`src/hw/rtl/assert_macros.svh`:
```
// Assertion helpers shared by the RTL. Every user has ports named clock and reset.
`ifndef ASSERT_MACROS_SVH
`define ASSERT_MACROS_SVH

// The consequent must hold in the same cycle as the antecedent.
`define ASSERT_IMPL(name, ante, cons, msg) \
   name: assert property (@(posedge clock) disable iff (reset) (ante) |-> (cons)) \
      else $error(msg);

// The consequent must hold in the cycle after the antecedent.
`define ASSERT_NEXT(name, ante, cons, msg) \
   name: assert property (@(posedge clock) disable iff (reset) (ante) |=> (cons)) \
      else $error(msg);

`endif

```
`src/hw/rtl/tgcq_ram.sv`:
```
module tgcq_ram #(
   parameter int WIDTH = 64,
   parameter int DEPTH = 64
) (
   input  logic                     clock,
   input  logic                     we,
   input  logic                     re,
   input  logic [$clog2(DEPTH)-1:0] addr,
   input  logic [WIDTH-1:0]         wdata,
   output logic [WIDTH-1:0]         rdata
);

   logic [WIDTH-1:0] mem_ff [DEPTH];
   logic [WIDTH-1:0] rdata_ff;

   always_ff @(posedge clock) begin
      if (we) begin
         mem_ff[addr] <= wdata;
      end
      if (re) begin
         rdata_ff <= mem_ff[addr];
      end
   end

   assign rdata = rdata_ff;

endmodule

```
`config.mk`:
```
export PLATFORM = sky130hd
export DESIGN_NAME = tgcq_ram
export DESIGN_NICKNAME = d
export VERILOG_FILES = /design/src/hw/rtl/assert_macros.svh /design/src/hw/rtl/tgcq_ram.sv
export SDC_FILE = /design/constraint.sdc
export NUM_CORES = 2
export LEC_CHECK = 0
export ABC_AREA = 0
export BUFFER_PORTS_ARGS = -buffer_cell sky130_fd_sc_hd__buf_2
export CAP_MARGIN = 20
export CORE_MARGIN = 2
export CORE_UTILIZATION = 40
export CTS_BUF_LIST = sky130_fd_sc_hd__clkbuf_2 sky130_fd_sc_hd__clkbuf_4 sky130_fd_sc_hd__clkbuf_8
export CTS_CLUSTER_DIAMETER = 100
export DETAILED_ROUTE_END_ITERATION = 8
export SLEW_MARGIN = 20
export SYNTH_ARGS = -nofsm -noshare
export SYNTH_HDL_FRONTEND = slang
export SYNTH_SLANG_ARGS = --single-unit
```
`constraint.sdc`:
```
create_clock -name clock -period 8.3 [get_ports clock]
set_input_delay 2.075 -clock clock [delete_from_list [all_inputs] [get_ports clock]]
set_output_delay 2.075 -clock clock [all_outputs]
set_load 0.1 [all_outputs]
```
# Word level (Yosys, flattened, before mapping)
# Memory sizes are Yosys's and may differ from the RTL's. A register that Yosys moved wholly into a read port is not among the register bits.
# Cells that the tools add are included.
dict set report word_totals {
  ramBits 4096
  mem_count 1
  latchBits 0
  in_bits 73
  mem_bits_ro 0
  output_inout_bits 64
  reg_bits 0
}
dict set report classes {
  addsub 0
  n_shift 0
  mux 2
  n_reduce_logical 0
  magnitude_cmp 0
  mul 0
  eq_ne 0
  div_mod_pow 0
  bitwise_logic 0
}
# name words width read_ports rd_clocked_by_memory_dff write_ports line
set memory_table {}
lappend memory_table {mem_ff 64 64 1 1 1 tgcq_ram.sv:13} ;# logic [WIDTH-1:0] mem_ff [DEPTH];
# op count
set ops {}
lappend ops {{$mux W1} 2}

# Depth between registers and ports, before layout
dict set report depth {
  depth_word 2
  mapped_depth 11
}

# Worst setup path before layout
# OpenSTA, ideal clock, no wires.
dict set report synth_timing {
  kind {input to register}
  start {input port addr[2]}
  end {memory mem_ff[15][0], enable pin}
  setup_time_ps 487
  arrival_ps 6091
  path_buffers 7
  path_stages 9
  required_ps 7813
  setup_slack_ps 1722
  cell_sequence {buf_4 > buf_6 > buf_4 > buf_4 > buf_4 > buf_4 > buf_2 > nand3_1 > nor2_1}
}
# item line
set synth_lines {}
lappend synth_lines {{from (decl)} tgcq_ram.sv:8} ;# input logic [$clog2(DEPTH)-1:0] addr,
lappend synth_lines {{to (decl)} tgcq_ram.sv:13}
# Straight into the memory's write port.

# Final worst setup path
dict set report layout_timing {
  start {input port addr[2]}
  end {memory mem_ff[29][60], enable pin}
}
# Straight into the memory's write port.

==> summary.txt <==
Worst hold path
  – Worst Hold Class: register to register

Synth
  – Most common cell in the netlist: edfxtp_1
  – Post-Synth Adder-Cell Area: 0%
  – Mapped Area: 156,000 um^2
  – Post-Synth Simple-Gate Area: 2.27%
  – Fraction of synthesized area in multiplexers: 4.54%
  – Post-synth EDFFs: 4,160
  – Largest family of logic cells by synthesized area: compound AO/OA/AOI/OAI gates
  – Post-Synthesis Cells: 8,619
  – Mean post-synth cell area: 18.1 um^2
  – Seq/Total Area, Yosys: 80.0%
  – Top post-synthesis cells by area: edfxtp_1 (80%), a221oi_1 (3.6%), a22oi_1 (3.3%), mux2i_1 (2.2%), o22ai_1 (2.0%)
  – Post-synth top area share: 80.0%
  – Post-synthesis compound-gate area fraction: 11.3%
  – YS warnings: 0
  – Syn_nets: 8,692
  – Async SR Flop Fraction: 0%
  – Predominant post-synthesis flop cell: edfxtp_1
  – Yosys cell types: 56
  – Flops & latches, synth: 4,160
  – Largest area contributor in the netlist: edfxtp_1
  – Post-synth top cells: edfxtp_1 (4,160), a22oi_1 (684), a221oi_1 (636)
  – XOR/XNOR Fraction of Synth Area: 0%

Die
  – Die area: 395,000 um^2
  – Chip height: 629 um
  – # IOs: 137
  – Die width: 629 um
  – FP Rows: 229
  – Initial core utilization: 40.1%
  – Core footprint: 389,000 um^2

Timing
  – RSZ-0062 raised after global routing: no
  – Final period util: 60.3%
  – Final worst path period need: 5000 ps
  – Worst slew pin tran: 1240 ps
  – Final WS setup: 3300 ps
  – Rel. slew slack: 17.3%
  – Final setup viols: 0
  – FMAX: 0.200 GHz
  – Final Hold Fails: 0
  – Slew Viols, Final: 0
  – Worst Skew: 47.4 ps
  – Final hold slack: 695 ps
  – Setup TNS: 0 ps

Route
  – WL/cell: 33.7 um
  – Initial DRT Pass Iterations: 9
  – Via count: 92,500
  – DRC violations left: 23
  – Via/cell ratio: 6.28
  – Starting DRT DRC Count: 13,300
  – Detail Route Antenna Nets: 0
  – Overall routed net length: 497,000 um

Worst setup path
  – Crit-path cells: buf_8 -> buf_4 -> nand3_1 -> nor2_4 -> buf_4
  – Most used cell, CP: buf_4
  – R2R Setup Slk: 5650 ps
  – CP endpoint kind: register
  – Critical Path Slowest Stage Cell: nor2_4
  – Crit path buf inv count: 3
  – CP delay by family, top: simple AND/OR/NAND/NOR gates
  – Req. time, crit path: 9140 ps
  – CP Class: primary input to register
  – CP peak stage delay: 1220 ps
  – CP arrival: 5850 ps
  – Crit path launch type: primary input
  – Critical Path Fanout Max: 42

Power
  – Leak Pwr: 0.0547 uW
  – VDD IR max: 0.181 mV
  – PD cells: 241 nW/um^2

CTS
  – CTS max path bufs: 4
  – Postcts setup bufs: 0
  – Post-CTS Hold Buffers: 0
  – Register clock-pin slew on the reported worst setup and hold paths: 60 ps
  – Worst skew pair latency: 1190 ps
  – CTS Buf Count: 645
  – CTS tree: done
  – Post-cts gate resize count: 0
  – H-Tree Level Count: 6
  – Root Buffer: clkbuf_8
  – Clock Sinks: 4,160

GRT
  – Grt ovf: 0
  – Vias in the first global route: 90,400
  – Overall routing resource usage: 24.4%
  – Initial antenna violation count: 47
  – First-pass GRT wire length: 692,000 um
  – Largest net degree at the start of global routing: 135

Outcome
  – Outcome: complete, but fails checks
  – Violated checks: design-rule violations

Finish
  – P&R area growth vs syn: 13.0%
  – Fin util: 45.3%
  – Number of nets in the layout: 9,110
  – Layout cells sized above 1: 18.8%

Place
  – DP HPWL: 266,000 um
  – DP Worst Slack: 2180 ps
  – Final GP Congestion: 0.827
  – IO Port Bufs: 136

Run
  – Maxcap violations: 0
==> per-layer routing <==
layer,global-route usage [%],wire length [um],part of all wire (%)
met5,0,121,0.024
met4,10.3,21700,4.4
met3,5.44,57400,12
met2,37.6,226000,45
met1,33.4,192000,39
==> worst min-delay path, delay by kind of cell, from the launching register on <==
| kind | cells | cell delay [ps] |
|---|---|---|
| compound gates | 2 | 130 |
| flops | 1 | 320 |
| simple gates | 2 | 140 |
==> logic make-up (layout without fill, tap and decap cells) <==
group | after synthesis | in the layout
AO/OA/AOI/OAI | 2389 | 2389
AND/OR/NAND/NOR | 808 | 808
buffers and inverters | 658 | 1546
other | 0 | 21
multiplexers | 604 | 604
flip-flops | 4160 | 4160
==> state kept, by name, indices dropped and copies added (netlist names) <==
name    flops
mem_ff   4096
rdata      64
==> final cells by class <==
type	instances	area (um^2)
fillers	33200	212000
flip-flops and latches	4160	125000
multi-input cells	3801	28900
clock buffers	886	10700
well taps	5197	6500
repair buffers	426	3740
clock inverters	231	1450
diodes	21	52.6
inverters	3	28.8
==> metrics by stage <==
stage / power, uW / instances / area [um^2]
2_1_floorplan: 25100 / 8619 / 156000
3_3_place_gp: 26200 / 13600 / 164000
3_5_place_dp: 26300 / 13600 / 164000
4_1_cts: 42600 / 14700 / 176000
5_1_grt: 43600 / 14700 / 176000
6_report: 42400 / 14700 / 176000
==> where the power goes <==
group | total (uW) | internal, uW | switching, uW
combinational | 2430 | 596 | 1840
clock | 16600 | 8590 | 7980
sequential | 23400 | 23300 | 96.6
total | 42400 | 32500 | 9920
==> layout by cell type, fill, tap and decap left out, types with 30 or more instances in the layout <==
| cell | Yosys | final |
|---|---|---|
| edfxtp_1 | 4160 | 4160 |
| a22oi_1 | 684 | 684 |
| clkbuf_8 | 0 | 650 |
| a221oi_1 | 636 | 636 |
| o22ai_1 | 506 | 506 |
| mux2i_1 | 337 | 337 |
| nand2_1 | 311 | 303 |
| buf_4 | 23 | 269 |
| clkbuf_4 | 0 | 236 |
| nor2_1 | 301 | 233 |
| a21oi_1 | 210 | 210 |
| mux2_2 | 203 | 203 |
| o21ai_0 | 139 | 139 |
| clkinv_1 | 0 | 125 |
| buf_2 | 253 | 93 |
| nor2_4 | 0 | 68 |
| mux4_2 | 63 | 63 |
| buf_12 | 0 | 60 |
| nor4_1 | 58 | 57 |
| clkinv_2 | 0 | 41 |
| nand4_1 | 36 | 36 |
| a211oi_1 | 33 | 33 |
| nand3b_1 | 30 | 30 |
| a221o_1 | 30 | 30 |
| o2111a_1 | 30 | 30 |
==> final timing paths <==
kind,startpoint,end,depth (start not counted)
hold reg to reg,mem_ff[20][31],rdata[31],4
setup / recovery,addr[2],mem_ff[29][60],5
setup reg to reg,mem_ff[30][33],rdata[33],6
hold / removal,mem_ff[20][31],rdata[31],4
No activity file was read; power rests on OpenSTA's default activity.
