`config.mk`:
```
export PLATFORM = sky130hd
export DESIGN_NAME = tgcq_div
export DESIGN_NICKNAME = d
export VERILOG_FILES = /design/src/hw/rtl/assert_macros.svh /design/src/hw/rtl/tgcq_pkg.sv /design/src/hw/rtl/tgcq_div.sv
export SDC_FILE = /design/constraint.sdc
export NUM_CORES = 1
export LEC_CHECK = 0
export ABC_AREA = 0
export BUFFER_PORTS_ARGS = -buffer_cell sky130_fd_sc_hd__buf_2
export CAP_MARGIN = 20
export CELL_PAD_IN_SITES_DETAIL_PLACEMENT = 1
export CELL_PAD_IN_SITES_GLOBAL_PLACEMENT = 1
export CORE_AREA = 2 2 71 73
export DETAILED_ROUTE_END_ITERATION = 8
export DIE_AREA = 0 0 73 75
export PLACE_DENSITY = 0.89
export SLEW_MARGIN = 20
export SYNTH_ARGS = -nofsm -noshare
export SYNTH_HDL_FRONTEND = slang
export SYNTH_SLANG_ARGS = --single-unit
```
`constraint.sdc`:
```
create_clock -name clock -period 7.4 [get_ports clock]
set_input_delay 0 -clock clock [delete_from_list [all_inputs] [get_ports clock]]
set_output_delay 0 -clock clock [all_outputs]
set_load 0.01 [all_outputs]
```
`src/hw/rtl/assert_macros.svh`:
```
// Assertion helpers shared by the RTL. Every user has ports named clock and reset.
`ifndef ASSERT_MACROS_SVH
`define ASSERT_MACROS_SVH

// The consequent must hold in the same cycle as the antecedent.
`define ASSERT_IMPL(name, ante, cons, msg) \
   name: assert property (@(posedge clock) disable iff (reset) (ante) |-> (cons)) \
      else $error(msg);

// The consequent must hold in the cycle after the antecedent.
`define ASSERT_NEXT(name, ante, cons, msg) \
   name: assert property (@(posedge clock) disable iff (reset) (ante) |=> (cons)) \
      else $error(msg);

`endif

```
`src/hw/rtl/tgcq_pkg.sv`:
```
package tgcq_pkg;

   // Bitmap geometry.
   localparam int MAX_COLS = 64;
   localparam int MAX_ROWS = 64;
   localparam int COL_W    = 6;
   localparam int ROW_W    = 6;

   // Field and register widths.
   localparam int CMD_W      = 2;
   localparam int COORD_W    = 16;
   localparam int SIZE_W     = 9;
   localparam int COUNT_W    = 7;
   localparam int CSR_IDX_W  = 3;
   localparam int CSR_DATA_W = 16;
   localparam int PROD_W     = COUNT_W + SIZE_W;
   localparam int WIDE_W     = COORD_W + 2;

   // Divider geometry: nonnegative pixel offsets divided by a tile size.
   localparam int DIV_W     = 16;
   localparam int DIV_CNT_W = $clog2(DIV_W);

   localparam logic signed [WIDE_W-1:0] ONE_W = 1;

   // Commands.
   localparam logic [CMD_W-1:0] CMD_WRITE = 2'd0;
   localparam logic [CMD_W-1:0] CMD_POINT = 2'd1;
   localparam logic [CMD_W-1:0] CMD_BOX   = 2'd2;
   localparam logic [CMD_W-1:0] CMD_NONE  = 2'd3;

   // Register indexes.
   localparam logic [CSR_IDX_W-1:0] CSR_GRID_LEFT    = 3'd0;
   localparam logic [CSR_IDX_W-1:0] CSR_GRID_TOP     = 3'd1;
   localparam logic [CSR_IDX_W-1:0] CSR_TILE_WIDTH   = 3'd2;
   localparam logic [CSR_IDX_W-1:0] CSR_TILE_HEIGHT  = 3'd3;
   localparam logic [CSR_IDX_W-1:0] CSR_COLUMNS_USED = 3'd4;
   localparam logic [CSR_IDX_W-1:0] CSR_ROWS_USED    = 3'd5;

   typedef struct packed {
      logic              start;
      logic [DIV_W-1:0]  dividend;
      logic [SIZE_W-1:0] divisor;
   } div_req_type;

   typedef struct packed {
      logic             done;
      logic [DIV_W-1:0] quotient;
   } div_rsp_type;

endpackage

```
`src/hw/rtl/tgcq_div.sv`:
```
module tgcq_div
   import tgcq_pkg::*;
(
   input  logic        clock,
   input  logic        reset,
   input  div_req_type req,
   output div_rsp_type rsp
);

   // Restoring divider, one quotient bit per cycle. The dividend shifts out
   // of the top of quo_ff while quotient bits shift in at the bottom.
   logic                 busy_ff, busy_in;
   logic                 done_ff, done_in;
   logic [DIV_CNT_W-1:0] count_ff, count_in;
   logic [SIZE_W-1:0]    rem_ff, rem_in;
   logic [DIV_W-1:0]     quo_ff, quo_in;
   logic [SIZE_W-1:0]    dsr_ff, dsr_in;
   logic [SIZE_W:0]      trial;

   always_comb begin
      busy_in  = busy_ff;
      done_in  = 1'b0;
      count_in = count_ff;
      rem_in   = rem_ff;
      quo_in   = quo_ff;
      dsr_in   = dsr_ff;
      trial    = {rem_ff, quo_ff[DIV_W-1]};
      if (req.start) begin
         busy_in  = 1'b1;
         count_in = '0;
         rem_in   = '0;
         quo_in   = req.dividend;
         dsr_in   = req.divisor;
      end else if (busy_ff) begin
         if (trial >= {1'b0, dsr_ff}) begin
            rem_in = SIZE_W'(trial - {1'b0, dsr_ff});
            quo_in = {quo_ff[DIV_W-2:0], 1'b1};
         end else begin
            rem_in = trial[SIZE_W-1:0];
            quo_in = {quo_ff[DIV_W-2:0], 1'b0};
         end
         count_in = count_ff + DIV_CNT_W'(1);
         if (count_ff == DIV_CNT_W'(DIV_W - 1)) begin
            busy_in = 1'b0;
            done_in = 1'b1;
         end
      end
   end

   always_ff @(posedge clock) begin
      if (reset) begin
         busy_ff  <= 1'b0;
         done_ff  <= 1'b0;
         count_ff <= '0;
      end else begin
         busy_ff  <= busy_in;
         done_ff  <= done_in;
         count_ff <= count_in;
      end
   end

   always_ff @(posedge clock) begin
      rem_ff <= rem_in;
      quo_ff <= quo_in;
      dsr_ff <= dsr_in;
   end

   assign rsp.done     = done_ff;
   assign rsp.quotient = quo_ff;

endmodule

```
---- Word-level counts from Yosys, hierarchy flattened ----
Index checks and enable logic that the tools add are counted.
storage, ports and cells
  register bits after elaboration ......... 40
  input bits .............................. 28
  output and inout port bits .............. 17
  word-level logic and storage cells ...... 22
cells by class
  add/subtract/negate cells ............... 2
  order comparisons ....................... 1
  equal/unequal tests ..................... 1
  multiplexer cells ....................... 8
  bitwise operators ....................... 1
  reductions and logical operators ........ 3
operators with widths
  operator             number
  $mux 16              2
  $ge 10x9->1          1
  $mux 9               1
  $sub 9x9->9          1
  $mux 1               5
  $add 4x1->4 const B  1
  $eq 4x4->1 const B   1
  $reduce_or 3->1      1
  $reduce_bool 2->1    1
  $reduce_or 2->1      1
  $not 1->1            1

---- Logic depth before layout (Yosys ltp) ----
  depth after elaboration ................. 4
  mapped depth ............................ 9
  depth with buffers taken out ............ 9

---- Least setup slack after synthesis ----
OpenSTA, ideal clock, no wires.
  path kind ............................... reg-to-reg
  start point ............................. reg quo_ff[15]
  end point ............................... reg quo_ff[0] (data pin)
  setup time .............................. 0.260 ns
  data arrival time ....................... 2.211 ns
  data required time ...................... 7.140 ns
  slack ................................... 4.929 ns
  cell stages (with the launch flop) ...... 9
  path buffers ............................ 0
  period minus slack after synthesis ...... 2.471 ns
  path through ............................ edfxtp_1 > inv_1 > ha_1 > inv_1 > fa_1 > a211oi_1 > o21a_1 > o211ai_2 > mux2_2
between the ends
  longest elaborated chain between the ends .. 4
RTL lines
  what                    RTL line        text
  from (decl)             tgcq_div.sv:16  logic [DIV_W-1:0] quo_ff, quo_in;
  from (signal assigned)  tgcq_div.sv:64  quo_ff <= quo_in;
  $ge 10x9->1             tgcq_div.sv:35  if (trial >= {1'b0, dsr_ff}) begin
  $mux 1                  tgcq_div.sv:35
  $mux 16                 tgcq_div.sv:34  end else if (busy_ff) begin
  $mux 16                 tgcq_div.sv:28  if (req.start) begin
  net quo_in[0]           tgcq_div.sv:16
The timed path passes the listed nets, and every way through them passes these cells. The select of a mux whose other input is x is not followed.
A chain may end at the register's enable or synchronous reset.

---- Worst setup path in the final report ----
Same ends and word-level chain as after synthesis.

==> impl_metrics.ini <==
[sta]
fin_skew_ns = 0.01009
fin_crit_ns = 2.719
fin_setup_tns_ns = 0
hold_violations = 0
fin_ws_ns = 4.681
grt_setup_unrepaired = no
worst_pin_slew_ns = 0.9308
hold_slack_ns = 0.007849
max_freq_ghz = 0.3678
setup_viol = 0
period_share = 0.3674
report.final.slew_viol_count = 0
slew_headroom = 0.3786

[critical_path]
critPathMostFrequentCell = inv_1
slowest_stage = a211oi_1
cp.required_ns = 7.45
reg2reg_slack_ns = 4.68
crit_buf_inv = 2
cp_top_family = compound AO/OA/AOI/OAI gates
cp_max_fo = 8
startpoint_type = flop
critical_path.max_stage_delay_ns = 0.46
worst-setup-path-type = reg -> reg
cp.arrival_ns = 2.77
crit_chain = inv_1, ha_1, inv_1, fa_1, a211oi_1, o21a_1, o211ai_2, mux2_2
crit_path_end_kind = flop

[logic_synthesis]
synth_cell_type_count = 43
avgSynthCellArea_um2 = 11.55
syn-cell-area_um2 = 2078
synthCells = 180
synth_common_cells = edfxtp_1 (25), nor2_1 (19), mux2_2 (16), dfxtp_1 (15), inv_1 (11)
synth_ff_type = edfxtp_1
yosysWarnings = 0
yosys.area.top_type_share = 0.3612
syn_nets = 219
seq_area_frac_synth = 0.5057
synth_top_cell_by_area = edfxtp_1
synth_edf_count = 25
synthArstFlopShare = 0
yosysMostFrequentCell = edfxtp_1
synthTopCellsByArea = edfxtp_1 (36%), dfxtp_1 (14%), mux2_2 (8.7%), ha_1 (6.0%), nor2_1 (3.4%)
ys_ff_latch = 40

[clock_network]
cts_sinks = 40
cts_buffer_depth = 2
htreeDepth = 2
ctsHoldBuffers = 14
cts.reportedPaths.clkPinSlew_ns = 0.08
clk_latency_ns = 0.30
cts-root-buf = clkbuf_8
cts_buffers = 5
ctsResizeCount = 0
post-cts-setup-buffers = 0
cts_tree = done

[pwr]
power_density_nw_per_um2 = 232.9
p_leak_nw = 1.094
ir_worst_vdd_uv = 158.0

[global_route]
grt_pass1_vias = 1743
grt_use_total = 0.2056
antenna_found_initial = 0
grt_start_max_net_pins = 38
grt_overflow = 0
grt_pass1_wl_um = 8424

[placed_design]
port-buffer-count = 44
dp_hpwl_um = 3334
dp_slack_ns = 4.711
gp_congestion = 0.8111

[job]
drv_cap = 0

[die]
rows = 25
die-area_um2 = 5475
pin_count = 45
die_x_um = 73
die_h_um = 75
core_area_um2 = 4661
initial_core_util = 0.4459

[min_path]
hold_path.class = in -> reg

[cells_and_area]
seqCellArea_um2 = 1051
nNetsFinal = 275
diodes = 0
fillers = 498
drive_gt1_frac = 0.3122
multi_input_area_um2 = 945.9
post-route-util = 0.5562
area_growth_pct = 24.74

[route]
antenna_left = 0
drcViolationCount = 0
drt_iter0_drc = 70
vias = 1584
drt-pass1-iter-count = 4
via_per_inst = 5.443
wl_um = 4969
routedWlPerCell_um = 17.08

[status]
outcome = completed
## kinds of logic after synthesis
family          synth area share
compound gates            0.1138
buf+inv                  0.03913
fa+ha+maj                0.06984
mux                       0.1204
simple gates              0.1216
xor+xnor                 0.02950
flops                     0.5057
## report_power, final
part / total (W) / switching, W / internal, W
clock network: 0.000198 / 0.0000787 / 0.000119
registers: 0.000274 / 0.0000145 / 0.000259
logic: 0.000132 / 0.0000704 / 0.0000617
total: 0.000604 / 0.000164 / 0.000440
## routing by layer
| metal | GRT usage | up-vias | part of all wire |
|---|---|---|---|
| met5 | 0 | - | 0 |
| met4 | 0.05556 | 0 | 0.011 |
| met3 | 0.04953 | 7 | 0.029 |
| met2 | 0.3654 | 26 | 0.53 |
| met1 | 0.2502 | 775 | 0.43 |
| li1 | - | 776 | - |
## registers in the layout (all words and copies together) (netlist names)
signal / count
quo_ff: 16
done_ff: 1
dsr_ff: 9
count_ff: 4
busy_ff: 1
rem_ff: 9
## stage by stage
step | instances | area, um2 | power [W]
3_5_place_dp | 269 | 2326 | 0.0004046
5_1_grt | 291 | 2592 | 0.0006329
4_1_cts | 291 | 2592 | 0.0006081
2_1_floorplan | 180 | 2078 | 0.0003646
3_3_place_gp | 269 | 2326 | 0.0003978
6_report | 291 | 2592 | 0.0006038
## layout make-up
| cell class | count | share of cell area |
|---|---|---|
| inverters | 11 | 0.01593 |
| repair buffers | 58 | 0.1390 |
| clock inverters | 1 | 0.01158 |
| well taps | 54 | 0.02606 |
| multi-input cells | 120 | 0.3649 |
| flip-flops and latches | 40 | 0.4054 |
| clock buffers | 7 | 0.03716 |
## path summary, 6_finish.rpt
path | start | endpoint | cells after the start
setup / recovery | quo_ff[15] | quo_ff[0] | 8
hold / removal | req[12] | quo_ff[3] | 2
setup reg to reg | quo_ff[15] | quo_ff[0] | 8
hold reg to reg | rem_ff[6] | rem_ff[7] | 2
## cell usage in the layout (no fill, tap or decap), types with 2 or more instances in the layout
master,netlist,routed
buf_2,2,44
edfxtp_1,25,25
nor2_1,19,19
mux2_2,16,16
dfxtp_1,15,15
dlygate4sd3_1,0,14
inv_1,11,11
ha_1,10,10
nand2_1,8,8
a211oi_1,7,7
a21oi_1,7,7
mux2i_1,7,7
clkbuf_8,0,7
xor2_1,5,5
o211ai_1,4,4
nand3_1,4,4
nand2b_1,3,3
a311oi_1,3,3
nand4_1,2,2
xnor2_1,2,2
nand3b_1,2,2
Power figures use the tool's default switching activity.
